<file path="config.mk">
export PLATFORM = sky130hd
export DESIGN_NAME = rdwa_ram
export DESIGN_NICKNAME = d
export VERILOG_FILES = /design/src/rtl/rdwa_ram.sv
export SDC_FILE = /design/constraint.sdc
export NUM_CORES = 2
export LEC_CHECK = 0
export BUFFER_PORTS_ARGS = -buffer_cell sky130_fd_sc_hd__buf_2
export CELL_PAD_IN_SITES_DETAIL_PLACEMENT = 0
export CELL_PAD_IN_SITES_GLOBAL_PLACEMENT = 2
export CORE_MARGIN = 1
export CORE_UTILIZATION = 40
export DETAILED_ROUTE_END_ITERATION = 16
export PLACE_DENSITY_LB_ADDON = 0.1
export SETUP_SLACK_MARGIN = 0.5
export SLEW_MARGIN = 25
export SYNTH_ARGS = -nofsm -noshare
export SYNTH_HDL_FRONTEND = slang
export SYNTH_SLANG_ARGS = --single-unit
export TNS_END_PERCENT = 100
</file>
<file path="constraint.sdc">
create_clock -name aclk -period 3.1 [get_ports aclk]
set_input_delay 0.465 -clock aclk [delete_from_list [all_inputs] [get_ports aclk]]
set_output_delay 0.465 -clock aclk [all_outputs]
set_load 0.005 [all_outputs]
</file>
<file path="src/rtl/rdwa_ram.sv">
`timescale 1ns / 1ps
// generic simple dual-port ram, one write and one registered read port
module rdwa_ram #(
    parameter int WIDTH = 8,
    parameter int DEPTH = 256
) (
    input  logic                     aclk,
    input  logic                     wr_en,
    input  logic [$clog2(DEPTH)-1:0] wr_addr,
    input  logic [WIDTH-1:0]         wr_data,
    input  logic                     rd_en,
    input  logic [$clog2(DEPTH)-1:0] rd_addr,
    output logic [WIDTH-1:0]         rd_data
);

    logic [WIDTH-1:0] mem_reg [DEPTH];
    logic [WIDTH-1:0] rd_data_reg;

    always_ff @(posedge aclk) begin
        if (wr_en) begin
            mem_reg[wr_addr] <= wr_data;
        end
        if (rd_en) begin
            rd_data_reg <= mem_reg[rd_addr];
        end
    end

    assign rd_data = rd_data_reg;

endmodule

</file>
==> out/qor.yml <==
finish:
  final_core_util_pct: 48.0
  fillers: 16153
  final_area_mm2: 0.0948
  largest_reg_flops: 2048
  layoutNonFillerInstCount: 7205
  area_growth_pct: 19.1
  fin_nets: 4409
  drive_above_1_share_pct: 32.0
cts:
  clk_pin_slew_ps: 70
  cts_tree: "yes"
  clk_path_buf_depth: 3
  numClockSinks: 2056
  clock_latency_ps: 860
  cts_buffers: 211
  htreeDepth: 4
  post_cts_buffers: 0
  root_buffer: "clkbuf_16"
yosys:
  synth_area_mm2: 0.0796
  syn_inst: 3733
  synth.net_count: 3760
  ys_ff_latch: 2056
  async_reset_ff_share_pct: 0
  yosysSeqAreaShare_pct: 77.5
  yosysUniqueCellTypes: 54
  avgSynthCellArea_um2: 21.3
  synthFlopType: "edfxtp_1"
  synth-edff-count: 2056
  yosys_warnings: 0
placement:
  numPortBuffers: 34
  numPlacedInstances: 6806
  dpl_cell_area_mm2: 0.0875
  routabilityCongestion: 0.841
  hpwlAfterDp_um: 147000
global_route:
  grtUsageTotal_pct: 22.5
  grt_max_degree: 115
  grt_pass1_wl_um: 317000
  grt_pass1_vias: 42220
  antenna_found_initial: 13
  grt_overflow_total: 0
sta:
  rsz0062_at_grt: "false"
  relSlewSlack_pct: 34.1
  hold_ws_ps: 105
  setup_viol: 0
  min_period_ps: 2660
  worstMarginPinSlew_ps: 989
  finalMaxSlewViolations: 0
  clock_skew_ps: 34.6
  max_freq_ghz: 0.376
  finalCritPeriodShare_pct: 85.8
  hold_viol: 0
flow_run:
  max_cap_viol_count: 0
worst_setup_path:
  regToRegEndpoint: "rd_data[3]"
  r2r_start: "mem_reg[82][3]"
  critPathCaptureType: "flop"
  rrSetupSlack_ps: 520
  cp-start-kind: "input pin"
  crit_arrival_ps: 3320
  required_ps: 3760
  crit_fanout: 19
  rr_worst_depth: 8
  worstSetupPathType: "in -> reg"
detailed_routing:
  via_count: 40292
  first_pass_iters: 7
  drc: 0
  drt_iter0_markers: 4262
  vias_per_cell: 5.59
  wire_per_inst_um: 30.9
  drtAntennaViolNets: 0
  finalWirelength_um: 222000
worst_hold_path:
  min_path_type: "in -> reg"
  holdPathEnd: "rd_data[1]"
  holdPathStages: 1
  hold_path.startpoint: "rd_en"
floorplan:
  pin_count: 35
  initial_core_util_pct: 40.3
  die_w_um: 448
  coreArea_mm2: 0.198
  rows: 163
  dieArea_mm2: 0.201
  die_y_um: 448
power_and_ir_drop:
  p_leak_nw: 30.5
  p_per_area_mw_per_mm2: 634
  worst_ir_drop_vdd_mv: 0.489
outcome:
  status: "completed"
==> layout by cell type, fill, tap and decap left out, types with 10 or more instances in the layout <==
cell type  synthesis  routed
nor2b_1           31      28
buf_4             27     553
nor3_1            22      18
bufinv_16          0      34
edfxtp_1        2056    2056
mux4_2           454     454
o211ai_1          10      10
clkbuf_1         111      35
nor4_1            24      20
nand2_1           33      33
clkinv_2           0      36
clkinv_1           1      53
a21oi_1           96      96
buf_2             31      23
a221oi_1          13      10
buf_12             8      80
nand4_1           10      10
nor2_1           282     278
o22ai_1           28      28
clkbuf_16          0     212
o221ai_1          46      46
a211oi_1          16      15
nand3_1           34      34
a22oi_1          133     133
mux2i_1          134     134
o21ai_0           10      10
==> critical path: stages <==
cell and delay, ps:
buf_4 140, buf_12 230, or2b_1 380, buf_12 200, o221ai_1 270, buf_4 190, a21oi_1 60, o32ai_1 640
nor3_2 160, buf_4 210, nor4_1 320
==> final cells by class <==
class	count	area, µm²	area share, %
Clock inverter	147	1730	1.82
Antenna cell	2	5.00	0.00528
Tap cell	2640	3300	3.48
Multi-Input combinational cell	1442	16600	17.5
Inverter	2	7.51	0.00792
Clock buffer	247	5440	5.73
Sequential cell	2056	61700	65.1
Timing Repair Buffer	669	6040	6.37
==> repair_timing <==
action | in CTS | in global routing
pin swaps | 0 | 4
setup endpoints to repair | 3 | 3
endpoints found under the hold margin | 49 | 0
gates resized for setup | 6 | 9
hold buffers | 3 | 0
==> routing by layer <==
layer  share of wire, %  routed length, µm  vias to the layer above  global-route usage, %
met5             0.0058                 13                        -                      0
met4                2.5               5500                        2                   6.01
met3                5.3              11900                      290                   3.53
met2                 50             111000                     1174                   37.5
met1                 42              94100                    21767                   30.6
li1                   -                  -                    17059                      -
==> synth_stat cells, types with 22 or more instances <==
library cell / number / share of area, %
nor3_1: 22 / 0.14
buf_1: 22 / 0.10
a21oi_1: 96 / 0.60
mux2i_1: 134 / 1.7
edfxtp_1: 2056 / 78
buf_2: 31 / 0.19
buf_4: 27 / 0.25
nand2_1: 33 / 0.16
a22oi_1: 133 / 1.3
nand3_1: 34 / 0.21
nor2_1: 282 / 1.3
mux4_2: 454 / 13
clkbuf_1: 111 / 0.52
nor4_1: 24 / 0.19
o221ai_1: 46 / 0.51
nor2b_1: 31 / 0.24
o22ai_1: 28 / 0.22
==> power by group <==
group	switching (W)	internal, W	total (W)	leakage (nW)
clock network	0.0108	0.0154	0.0262	3.48
registers	0.0000283	0.0307	0.0307	18.5
logic	0.00198	0.00126	0.00323	8.57
total	0.0128	0.0473	0.0601	30.5
==> logic make-up (layout without fill, tap and decap cells) <==
family,Yosys count,count (layout),share of synthesized area (%)
simple gates,466,466,2.63
compound gates,385,385,3.42
mux,591,591,14.6
flops,2056,2056,77.5
other cells,0,2,0
buf+inv,235,1065,1.83
==> how the worst max path moves through the flow <==
| stage | cells after the start | slack [ps] | to | startpoint |
|---|---|---|---|---|
| 4_1_cts | 6 | 440 | rd_data[4] | mem_reg[19][4] |
| 3_3_place_gp | 10 | -1170 | rd_data[2] | rd_addr[0] |
| 5_1_grt | 8 | 500 | rd_data[3] | mem_reg[82][3] |
| 6_report | 11 | 440 | rd_data[3] | rd_addr[2] |
| 3_5_place_dp | 10 | -590 | rd_data[4] | rd_addr[0] |
| 2_1_floorplan | 9 | 560 | rd_data[2] | rd_addr[0] |
==> per-stage QoR <==
step / setup TNS (ps) / total power [W] / worst slack [ps]
2_1_floorplan: 0 / 0.0328 / 559
3_3_place_gp: -4410 / 0.0345 / -1170
3_5_place_dp: -2830 / 0.0346 / -592
4_1_cts: 0 / 0.0607 / 441
5_1_grt: 0 / 0.0618 / 502
6_report: 0 / 0.0601 / 440
Note: power is estimated with default switching activity, not from simulation.
